--- config.mk ---
export PLATFORM = sky130hd
export DESIGN_NAME = page_translation_unit
export DESIGN_NICKNAME = d
export VERILOG_FILES = /design/src/hw/rtl/ptu_pkg.sv /design/src/hw/rtl/ptu_dpath.sv /design/src/hw/rtl/ptu_ctrl.sv /design/src/hw/rtl/page_translation_unit.sv
export SDC_FILE = /design/constraint.sdc
export NUM_CORES = 2
export LEC_CHECK = 0
export BUFFER_PORTS_ARGS = -buffer_cell sky130_fd_sc_hd__buf_2
export CORE_UTILIZATION = 40
export CTS_CLUSTER_DIAMETER = 120
export DETAILED_ROUTE_END_ITERATION = 8
export PLACE_DENSITY_LB_ADDON = 0.12
export RECOVER_POWER = 50
export REMOVE_ABC_BUFFERS = 1
export SETUP_SLACK_MARGIN = 0.2
export SLEW_MARGIN = 30
export SYNTH_ARGS = -nofsm -noshare
export SYNTH_HDL_FRONTEND = slang
export SYNTH_SLANG_ARGS = --single-unit
--- constraint.sdc ---
create_clock -name clk -period 7.03 [get_ports clk]
set_input_delay 1.0545 -clock clk [delete_from_list [all_inputs] [get_ports clk]]
set_output_delay 1.0545 -clock clk [all_outputs]
set_load 0.05 [all_outputs]
--- src/hw/rtl/ptu_pkg.sv ---
// Shared types, constants and codes of the page translation unit.
`default_nettype none

package ptu_pkg;

	// Geometry of the page store and the physical space
	localparam int PAGE_BYTES  = 128;
	localparam int NUM_FRAMES  = 32;
	localparam int ENTRY_COUNT = 64;

	localparam int OFF_W = $clog2(PAGE_BYTES);
	localparam int IDX_W = $clog2(ENTRY_COUNT);
	localparam int CNT_W = $clog2(ENTRY_COUNT + 1);

	// Fault codes of a result
	localparam logic [2:0] FLT_NONE = 3'd0;
	localparam logic [2:0] FLT_ADDR = 3'd1;
	localparam logic [2:0] FLT_PAGE = 3'd2;
	localparam logic [2:0] FLT_RO   = 3'd3;
	localparam logic [2:0] FLT_BUS  = 3'd4;

	// Translation modes
	localparam logic MODE_TABLE = 1'b0;
	localparam logic MODE_ASSOC = 1'b1;

	// Register indexes, as seen on paddr[2]
	localparam logic REG_IDX_MODE = 1'b0;
	localparam logic REG_IDX_EIU  = 1'b1;

	typedef enum logic [1:0] {
		FN_XLATE = 2'd0,
		FN_WRITE = 2'd1,
		FN_READ  = 2'd2,
		FN_NONE  = 2'd3
	} func_e_t;

	typedef enum logic [1:0] {
		SZ_BYTE = 2'd0,
		SZ_HALF = 2'd1,
		SZ_WORD = 2'd2
	} size_e_t;

	typedef enum logic [2:0] {
		ST_IDLE,
		ST_DECODE,
		ST_LOOK,
		ST_SCAN,
		ST_CHECK,
		ST_DONE
	} state_t;

	typedef enum logic [1:0] {
		RD_IDX,
		RD_VPN,
		RD_FIRST,
		RD_NEXT
	} rd_sel_t;

	typedef enum logic [1:0] {
		RES_ZERO,
		RES_FAULT,
		RES_ENTRY,
		RES_PHYS
	} res_sel_t;

	// One page store entry
	typedef struct packed {
		logic        valid;
		logic [24:0] vpage;
		logic [15:0] frame;
		logic        read_only;
		logic        use_bit;
		logic        dirty;
	} entry_t;

	// Input word, highest field first
	typedef struct packed {
		logic [1:0]  pad;
		logic        new_dirty;
		logic        new_use;
		logic        new_read_only;
		logic [15:0] new_frame;
		logic [24:0] new_vpage;
		logic        new_valid;
		logic [5:0]  entry_index;
		logic        is_write;
		logic [1:0]  access_size;
		logic [31:0] virt_addr;
	} in_word_t;

	// Result word, highest field first
	typedef struct packed {
		logic        out_dirty;
		logic        out_use;
		logic        out_read_only;
		logic [15:0] out_frame;
		logic [24:0] out_vpage;
		logic        out_valid;
		logic [15:0] phys_addr;
		logic [2:0]  fault;
	} out_word_t;

	// Controller to datapath
	typedef struct packed {
		logic       capture;
		logic       rd_en;
		rd_sel_t    rd_sel;
		logic       hit_load;
		logic       wr_item;
		logic       wr_back;
		logic       res_load;
		res_sel_t   res_sel;
		logic [2:0] res_fault;
		logic       out_load;
	} cmd_t;

	// Datapath to controller
	typedef struct packed {
		func_e_t func;
		logic    mode;
		logic    align_err;
		logic    idx_ok;
		logic    vpn_oob;
		logic    bound_zero;
		logic    rd_valid;
		logic    rd_match;
		logic    scan_last;
		logic    ro_store;
		logic    frame_oob;
		logic    out_free;
	} sts_t;

endpackage

`default_nettype wire

--- src/hw/rtl/ptu_dpath.sv ---
// Datapath: item registers, page store, scan pointer, result and output registers.
`default_nettype none

module ptu_dpath
	import ptu_pkg::*;
(
	input  wire logic        clk,
	input  wire logic        arst_n,
	input  wire cmd_t        cmd,
	output sts_t             sts,
	input  wire logic        mode,
	input  wire logic [6:0]  entries_in_use,
	input  wire logic [1:0]  in_func,
	input  wire in_word_t    in_word,
	output out_word_t        out_word,
	output logic             out_valid,
	input  wire logic        out_ready
);

	func_e_t             func_q;
	in_word_t            item_q;
	entry_t              mem [ENTRY_COUNT];
	logic [ENTRY_COUNT-1:0] ok_q;
	entry_t              rd_s1;
	logic                rd_ok_s1;
	logic [IDX_W-1:0]    raddr_q;
	entry_t              hit_q;
	logic [IDX_W-1:0]    hit_addr_q;
	out_word_t           res_q;
	out_word_t           out_q;
	logic                out_valid_q;

	logic [CNT_W-1:0]    bound;
	logic [31:0]         vpn;
	logic [IDX_W-1:0]    rd_addr;
	entry_t              rd_ent;
	logic [IDX_W-1:0]    wr_addr;
	entry_t              wr_data;
	logic                wr_en;
	out_word_t           res_d;

	// Capture the accepted word
	always_ff @(posedge clk) begin
		if (cmd.capture) begin
			func_q <= func_e_t'(in_func);
			item_q <= in_word;
		end
	end

	// Effective store bound and page number
	always_comb begin
		if (32'(entries_in_use) >= ENTRY_COUNT) begin
			bound = CNT_W'(ENTRY_COUNT);
		end else begin
			bound = CNT_W'(entries_in_use);
		end
		vpn = item_q.virt_addr >> OFF_W;
	end

	// Select the read address
	always_comb begin
		case (cmd.rd_sel)
			RD_IDX:   rd_addr = IDX_W'(item_q.entry_index);
			RD_VPN:   rd_addr = vpn[IDX_W-1:0];
			RD_FIRST: rd_addr = '0;
			RD_NEXT:  rd_addr = raddr_q + IDX_W'(1);
			default:  rd_addr = '0;
		endcase
	end

	// Registered store read; the address stays as scan pointer
	always_ff @(posedge clk) begin
		if (cmd.rd_en) begin
			rd_s1    <= mem[rd_addr];
			rd_ok_s1 <= ok_q[rd_addr];
			raddr_q  <= rd_addr;
		end
	end

	// An entry never written reads as all zero
	assign rd_ent = rd_ok_s1 ? rd_s1 : '0;

	// Hold the found entry
	always_ff @(posedge clk) begin
		if (cmd.hit_load) begin
			hit_q      <= rd_ent;
			hit_addr_q <= raddr_q;
		end
	end

	// Store write: a new entry, or the hit entry with use and dirty updated
	always_comb begin
		wr_en = cmd.wr_item | cmd.wr_back;
		if (cmd.wr_back) begin
			wr_addr         = hit_addr_q;
			wr_data         = hit_q;
			wr_data.use_bit = 1'b1;
			wr_data.dirty   = hit_q.dirty | item_q.is_write;
		end else begin
			wr_addr           = IDX_W'(item_q.entry_index);
			wr_data.valid     = item_q.new_valid;
			wr_data.vpage     = item_q.new_vpage;
			wr_data.frame     = item_q.new_frame;
			wr_data.read_only = item_q.new_read_only;
			wr_data.use_bit   = item_q.new_use;
			wr_data.dirty     = item_q.new_dirty;
		end
	end

	always_ff @(posedge clk) begin
		if (wr_en) begin
			mem[wr_addr] <= wr_data;
		end
	end

	// Written marks, cleared by reset
	always_ff @(posedge clk or negedge arst_n) begin
		if (!arst_n) begin
			ok_q <= '0;
		end else if (wr_en) begin
			ok_q[wr_addr] <= 1'b1;
		end
	end

	// Build the result
	always_comb begin
		res_d = '0;
		case (cmd.res_sel)
			RES_ZERO: res_d = '0;
			RES_FAULT: res_d.fault = cmd.res_fault;
			RES_ENTRY: begin
				res_d.out_valid     = rd_ent.valid;
				res_d.out_vpage     = rd_ent.vpage;
				res_d.out_frame     = rd_ent.frame;
				res_d.out_read_only = rd_ent.read_only;
				res_d.out_use       = rd_ent.use_bit;
				res_d.out_dirty     = rd_ent.dirty;
			end
			RES_PHYS: begin
				res_d.fault     = FLT_NONE;
				res_d.phys_addr = 16'((32'(hit_q.frame) << OFF_W)
					| 32'(item_q.virt_addr[OFF_W-1:0]));
			end
			default: res_d = '0;
		endcase
	end

	always_ff @(posedge clk) begin
		if (cmd.res_load) begin
			res_q <= res_d;
		end
	end

	// Output register
	always_ff @(posedge clk) begin
		if (cmd.out_load) begin
			out_q <= res_q;
		end
	end

	always_ff @(posedge clk or negedge arst_n) begin
		if (!arst_n) begin
			out_valid_q <= 1'b0;
		end else if (cmd.out_load) begin
			out_valid_q <= 1'b1;
		end else if (out_ready) begin
			out_valid_q <= 1'b0;
		end
	end

	assign out_word  = out_q;
	assign out_valid = out_valid_q;

	// Status toward the controller
	always_comb begin
		sts.func       = func_q;
		sts.mode       = mode;
		sts.align_err  = (size_e_t'(item_q.access_size) == SZ_WORD
				&& item_q.virt_addr[1:0] != 2'b00)
			|| (size_e_t'(item_q.access_size) == SZ_HALF && item_q.virt_addr[0]);
		sts.idx_ok     = 32'(item_q.entry_index) < ENTRY_COUNT;
		sts.vpn_oob    = vpn >= 32'(bound);
		sts.bound_zero = bound == '0;
		sts.rd_valid   = rd_ent.valid;
		sts.rd_match   = rd_ent.valid && (32'(rd_ent.vpage) == vpn);
		sts.scan_last  = (32'(raddr_q) + 32'd1) >= 32'(bound);
		sts.ro_store   = hit_q.read_only && item_q.is_write;
		sts.frame_oob  = 32'(hit_q.frame) >= NUM_FRAMES;
		sts.out_free   = !out_valid_q || out_ready;
	end

endmodule

`default_nettype wire

--- src/hw/rtl/ptu_ctrl.sv ---
// Controller: sequences decode, store lookup or scan, check and result hand-off.
`default_nettype none

module ptu_ctrl
	import ptu_pkg::*;
(
	input  wire logic clk,
	input  wire logic arst_n,
	input  wire logic in_valid,
	output logic      in_ready,
	input  wire sts_t sts,
	output cmd_t      cmd
);

	state_t state_q;
	state_t state_d;

	always_ff @(posedge clk or negedge arst_n) begin
		if (!arst_n) begin
			state_q <= ST_IDLE;
		end else begin
			state_q <= state_d;
		end
	end

	// Next state
	always_comb begin
		state_d = state_q;
		case (state_q)
			ST_IDLE: begin
				if (in_valid) state_d = ST_DECODE;
			end
			ST_DECODE: begin
				state_d = ST_DONE;
				if (sts.func == FN_XLATE && !sts.align_err) begin
					if (sts.mode == MODE_TABLE) begin
						if (!sts.vpn_oob) state_d = ST_LOOK;
					end else if (!sts.bound_zero) begin
						state_d = ST_SCAN;
					end
				end else if (sts.func == FN_READ && sts.idx_ok) begin
					state_d = ST_LOOK;
				end
			end
			ST_LOOK: begin
				if (sts.func == FN_XLATE && sts.rd_valid) begin
					state_d = ST_CHECK;
				end else begin
					state_d = ST_DONE;
				end
			end
			ST_SCAN: begin
				if (sts.rd_match) begin
					state_d = ST_CHECK;
				end else if (sts.scan_last) begin
					state_d = ST_DONE;
				end
			end
			ST_CHECK: state_d = ST_DONE;
			ST_DONE: begin
				if (sts.out_free) state_d = ST_IDLE;
			end
			default: state_d = ST_IDLE;
		endcase
	end

	// Commands
	always_comb begin
		cmd      = '0;
		in_ready = 1'b0;
		case (state_q)
			ST_IDLE: begin
				in_ready    = 1'b1;
				cmd.capture = in_valid;
			end
			ST_DECODE: begin
				cmd.res_load = 1'b1;
				cmd.res_sel  = RES_ZERO;
				case (sts.func)
					FN_XLATE: begin
						if (sts.align_err) begin
							cmd.res_sel   = RES_FAULT;
							cmd.res_fault = FLT_ADDR;
						end else if (sts.mode == MODE_TABLE) begin
							if (sts.vpn_oob) begin
								cmd.res_sel   = RES_FAULT;
								cmd.res_fault = FLT_ADDR;
							end else begin
								cmd.rd_en  = 1'b1;
								cmd.rd_sel = RD_VPN;
							end
						end else if (sts.bound_zero) begin
							cmd.res_sel   = RES_FAULT;
							cmd.res_fault = FLT_PAGE;
						end else begin
							cmd.rd_en  = 1'b1;
							cmd.rd_sel = RD_FIRST;
						end
					end
					FN_WRITE: cmd.wr_item = sts.idx_ok;
					FN_READ: begin
						cmd.rd_en  = sts.idx_ok;
						cmd.rd_sel = RD_IDX;
					end
					default: cmd.res_sel = RES_ZERO;
				endcase
			end
			ST_LOOK: begin
				if (sts.func == FN_READ) begin
					cmd.res_load = 1'b1;
					cmd.res_sel  = RES_ENTRY;
				end else if (sts.rd_valid) begin
					cmd.hit_load = 1'b1;
				end else begin
					cmd.res_load  = 1'b1;
					cmd.res_sel   = RES_FAULT;
					cmd.res_fault = FLT_PAGE;
				end
			end
			ST_SCAN: begin
				if (sts.rd_match) begin
					cmd.hit_load = 1'b1;
				end else if (sts.scan_last) begin
					cmd.res_load  = 1'b1;
					cmd.res_sel   = RES_FAULT;
					cmd.res_fault = FLT_PAGE;
				end else begin
					cmd.rd_en  = 1'b1;
					cmd.rd_sel = RD_NEXT;
				end
			end
			ST_CHECK: begin
				cmd.res_load = 1'b1;
				if (sts.ro_store) begin
					cmd.res_sel   = RES_FAULT;
					cmd.res_fault = FLT_RO;
				end else if (sts.frame_oob) begin
					cmd.res_sel   = RES_FAULT;
					cmd.res_fault = FLT_BUS;
				end else begin
					cmd.res_sel = RES_PHYS;
					cmd.wr_back = 1'b1;
				end
			end
			ST_DONE: cmd.out_load = sts.out_free;
			default: cmd = '0;
		endcase
	end

endmodule

`default_nettype wire

--- src/hw/rtl/page_translation_unit.sv ---
// Top level: page translation unit with stream ports and APB register port.
//
//  channel | dir | handshake            | payload
//  s_      | in  | s_tvalid / s_tready  | s_tuser func, s_tdata item word
//  m_      | out | m_tvalid / m_tready  | m_tdata result word
//  apb     | in  | psel/penable/pready  | paddr, pwdata, prdata
//
// Steps per word: entry writes, unused codes and alignment or bound faults
// go from decode to done; entry reads and table-mode page faults add a store
// lookup; table-mode translations that find a valid entry add a lookup and a
// check; associative translations scan the entries below the bound until a
// match, one store entry a cycle through the single read port, then check a hit.
// A result waits in the output register while the next word is taken; a
// stalled output holds the word after that in the controller. Reset clears
// the written marks of all entries at once, so no clearing pass follows it.
`default_nettype none

module page_translation_unit
	import ptu_pkg::*;
(
	input  wire logic        clk,
	input  wire logic        arst_n,
	// s_tdata from bit 0: virt_addr[31:0], access_size[1:0], is_write,
	// entry_index[5:0], new_valid, new_vpage[24:0], new_frame[15:0],
	// new_read_only, new_use, new_dirty, two zero bits
	input  wire logic [87:0] s_tdata,
	// s_tuser from bit 0: func[1:0]
	input  wire logic [1:0]  s_tuser,
	input  wire logic        s_tvalid,
	output logic             s_tready,
	// m_tdata from bit 0: fault[2:0], phys_addr[15:0], out_valid,
	// out_vpage[24:0], out_frame[15:0], out_read_only, out_use, out_dirty
	output logic [63:0]      m_tdata,
	output logic             m_tvalid,
	input  wire logic        m_tready,
	input  wire logic        psel,
	input  wire logic        penable,
	input  wire logic        pwrite,
	input  wire logic [2:0]  paddr,
	input  wire logic [31:0] pwdata,
	output logic [31:0]      prdata,
	output logic             pready
);

	logic       mode_q;
	logic [6:0] eiu_q;
	logic       cfg_wr;
	cmd_t       cmd;
	sts_t       sts;
	out_word_t  out_word;

	// Register port
	assign pready = 1'b1;
	assign cfg_wr = psel && penable && pwrite && pready;

	always_ff @(posedge clk or negedge arst_n) begin
		if (!arst_n) begin
			mode_q <= MODE_TABLE;
			eiu_q  <= 7'd64;
		end else if (cfg_wr) begin
			if (paddr[2] == REG_IDX_MODE) begin
				mode_q <= pwdata[0];
			end else begin
				eiu_q <= pwdata[6:0];
			end
		end
	end

	always_comb begin
		if (paddr[2] == REG_IDX_EIU) begin
			prdata = {25'd0, eiu_q};
		end else begin
			prdata = {31'd0, mode_q};
		end
	end

	ptu_ctrl u_ctrl (
		.clk      (clk),
		.arst_n   (arst_n),
		.in_valid (s_tvalid),
		.in_ready (s_tready),
		.sts      (sts),
		.cmd      (cmd)
	);

	ptu_dpath u_dpath (
		.clk            (clk),
		.arst_n         (arst_n),
		.cmd            (cmd),
		.sts            (sts),
		.mode           (mode_q),
		.entries_in_use (eiu_q),
		.in_func        (s_tuser),
		.in_word        (in_word_t'(s_tdata)),
		.out_word       (out_word),
		.out_valid      (m_tvalid),
		.out_ready      (m_tready)
	);

	assign m_tdata = 64'(out_word);

endmodule

`default_nettype wire

==> summary.md <==
| Metric | Value |
|---|---|
| Status | `finished with violations` |
| Violated checks | `capacitance limit, slew limit` |
| Synth warn | `0` |
| PortBufs | `approximately 180` |
| Synth area leader | `edfxtp_1` |
| Worst R2R Start | `u_dpath.raddr_q[0]` |
| Critical path class | `reg -> reg` |
| Max clock buf depth | `4` |
| Least-Margin Pin Slew | `approximately 4.2 ns` |
| Synthesized area | `about 0.13 mm²` |
| Die H | `between 500 and 600 µm` |
| H-tree depth | `5` |
| Fin. Hold Viols | `0` |
| Power per cell area | `roughly 340 mW/mm²` |
| Worst slew margin | `-183%` |
| RSZ-0062 raised after global routing | `false` |
| GPL Wtd Cong | `between 0.8 and 0.9` |
| Flop-to-flop setup slack | `0.12 ns` |
| Layout area overhead | `14.3%` |
| Tmin final | `6.91 ns` |
| CTS Buf Count | `about 350` |
| Pwr Total | `0.0506 W` |
| Crit start category | `flip-flop` |
| Initial Utilization | `between 40 and 50%` |
| Initial antenna violation count | `32` |
| Routed Antenna Nets | `0` |
| Maximum vdd drop | `between 0.2 and 0.25 mV` |
| Cells after Synth | `around 8000` |
| Period utilization | `between 90% and 100%` |
| Die width | `approximately 570 µm` |
| Starting DRC count in detailed routing | `between 8000 and 9000` |
| Critical path arrival | `7.69 ns` |
| Final setup viols | `0` |
| Synthesized area per cell | `16.2 µm²` |
| Crit path from | `u_dpath.raddr_q[0]` |
| WL final | `419000 µm` |
| Worst-path clk slew | `approximately 0.060 ns` |
| CTS sink count | `3274` |
| Layout cells sized above 1 | `between 10% and 20%` |
| Fin util | `46.1%` |
| Final slew viol count | `about 2500` |
| Top cells by instance count after synthesis | `edfxtp_1, nand2_1, nand3_1, mux2i_1, mux4_2` |
| Via count | `74900` |
| HPWL Detailed | `239000 µm` |
| Synth area leaders | `edfxtp_1, mux4_2, nand2_1` |
| Vias in the first global route | `about 73000` |
| Die area | `0.324 mm²` |
| Routed vias/inst | `roughly 5.8` |
| # nets final | `approximately 8500` |
| Largest net degree at the start of global routing | `about 160` |
| Post-synthesis sequential area ratio | `between 70% and 80%` |
| GRT Total Usage | `25.4%` |
| Worst EP required | `7.81 ns` |
| Io pins | `231` |
| Clk_skew | `~0.057 ns` |
| Synth Register Bits | `3274` |
| Drt first pass iters | `5` |
| EDFF count, synth | `around 3200` |
| Total of max-cap violations | `46` |
| Worst skew pair latency | `between 0.9 and 1 ns` |
| Cell row count | `between 200 and 250` |
| Drt wl/cell | `32.6 µm` |
| Placeable Area | `between 0.3 and 0.4 mm²` |
| Crit-path max FO | `60` |
| Synth async-reset ratio | `2.32%` |
| HP Class | `in -> reg` |
| Root Buffer | `clkbuf_16` |
| Top-count cell post-synth | `edfxtp_1` |
| Pleak | `between 40 and 50 nW` |
| Synth top area share | `74.7%` |
| Synth unique cells | `89` |
| Fmax | `approximately 140 MHz` |
| Worst reg-to-reg path cell count | `15` |
| Synth Flop Type | `edfxtp_1` |
| DRC | `0` |
| Setup crit end | `u_dpath.rd_s1[16]` |
| Crit path capture type | `flip-flop` |
| Total gr overflow | `0` |
| First-pass GRT wire length | `approximately 580000 µm` |
| RR Endpoint | `u_dpath.rd_s1[16]` |
| Setup bufs post-CTS | `0` |
| CTS tree | `done` |
==> cell families (layout without fill, tap and decap cells) <==
logic type | Yosys count | after routing | synth area share [%]
fa+ha+maj | 15 | 15 | 0.146
mux | 711 | 712 | 7.92
simple gates | 2537 | 2537 | 8.92
xor+xnor | 13 | 13 | 0.0886
flops | 3274 | 3274 | 76.2
other cells | 2 | 44 | 0.00584
buf+inv | 558 | 1191 | 2.20
compound gates | 810 | 810 | 4.53
==> routing by layer <==
| metal | GRT usage [%] | part of all wire [%] | routed length (µm) |
|---|---|---|---|
| met1 | 36.1 | 43 | 178000 |
| met2 | 40.2 | 46 | 194000 |
| met3 | 3.84 | 7.5 | 31600 |
| met4 | 8.24 | 3.5 | 14800 |
| met5 | 0 | 0.0081 | 34 |
==> how the worst min path moves through the flow <==
stage / slack, ns / cells after the start / start / to
2_1_floorplan: 0.40 / 0 / u_dpath.res_q[0] / u_dpath.out_word[0]
3_3_place_gp: 0.40 / 0 / u_dpath.res_q[7] / u_dpath.out_word[7]
3_5_place_dp: 0.40 / 0 / u_dpath.res_q[17] / u_dpath.out_word[17]
4_1_cts: 0.22 / 1 / s_tdata[45] / u_dpath.item_q[45]
5_1_grt: 0.26 / 1 / s_tdata[68] / u_dpath.item_q[68]
6_report: 0.30 / 1 / s_tdata[45] / u_dpath.item_q[45]
==> worst max-delay path: stages, from the launching register on <==
cell	delay [ns]
edfxtp_1	0.77
ha_1	0.30
nand3_1	0.18
xnor2_2	0.43
ha_1	0.35
a21o_1	0.19
a21o_1	0.20
a221oi_2	0.61
o211ai_4	0.45
mux2_8	0.66
inv_8	0.56
a21oi_1	0.38
a32oi_1	0.30
a31oi_1	0.13
o311ai_1	0.85
and3_1	0.28
==> registers in the layout (all words and copies together), names as in the netlist <==
register / cells
u_dpath.item_q: 86
u_dpath.func_q: 2
u_dpath.out_word: 64
u_dpath.raddr_q: 6
mode_q: 1
eiu_q: 7
u_dpath.res_q: 64
u_dpath.rd_ok_s1: 1
u_dpath.rd_s1: 45
u_dpath.out_valid: 1
u_dpath.hit_addr_q: 6
u_ctrl.state_q: 3
u_dpath.mem: 2880
u_dpath.hit_q: 44
u_dpath.ok_q: 64
==> cell type report <==
type                            count  area, µm²
Timing Repair Buffer              506       3940
Tap cell                         4284       5360
Sequential cell                  3274      97900
Antenna cell                       14       35.0
Clock buffer                      437       9230
Inverter                           69        288
Multi-Input combinational cell   4117      28700
Fill cell                       27500     172000
Clock inverter                    179       1510
==> where the power goes <==
group	leakage, nW	switching, W	internal, W	total, W
Clock	5.22	0.00764	0.00999	0.0176
Sequential	29.9	0.000495	0.0231	0.0236
Combinational	13.9	0.00675	0.00264	0.00939
==> metrics by stage <==
step | setup WS [ns] | setup TNS [ns] | hold WS (ns) | area (µm²) | cells
global route | 0.150 | 0 | 0.260 | 147000 | 12900
global placement | 0.128 | 0 | 0.401 | 136000 | 12200
CTS | 0.250 | 0 | 0.218 | 147000 | 12900
finish | 0.121 | 0 | 0.296 | 147000 | 12900
floorplan | -27.03 | -1260.27 | 0.400 | 126000 | 7459
detailed placement | 0.132 | 0 | 0.405 | 137000 | 12200
==> cells in the final DEF, fill, tap and decap left out, types with 86 or more instances in the layout <==
| cell type | netlist | final |
|---|---|---|
| a21oi_1 | 199 | 196 |
| buf_2 | 169 | 86 |
| buf_4 | 76 | 220 |
| clkbuf_1 | 174 | 200 |
| clkbuf_16 | 0 | 354 |
| edfxtp_1 | 3198 | 3198 |
| mux2i_1 | 378 | 376 |
| mux4_2 | 234 | 234 |
| nand2_1 | 1336 | 1336 |
| nand3_1 | 720 | 720 |
| o211ai_1 | 130 | 130 |
==> what timing repair did <==
action | CTS | global route
hold buffers | 1 | 0
resized for setup | 3 | 1
gates cloned | 1 | 0
endpoints found under the hold margin | 20 | 0
setup endpoints to repair | 4 | 22
No activity file was read; power rests on OpenSTA's default activity.
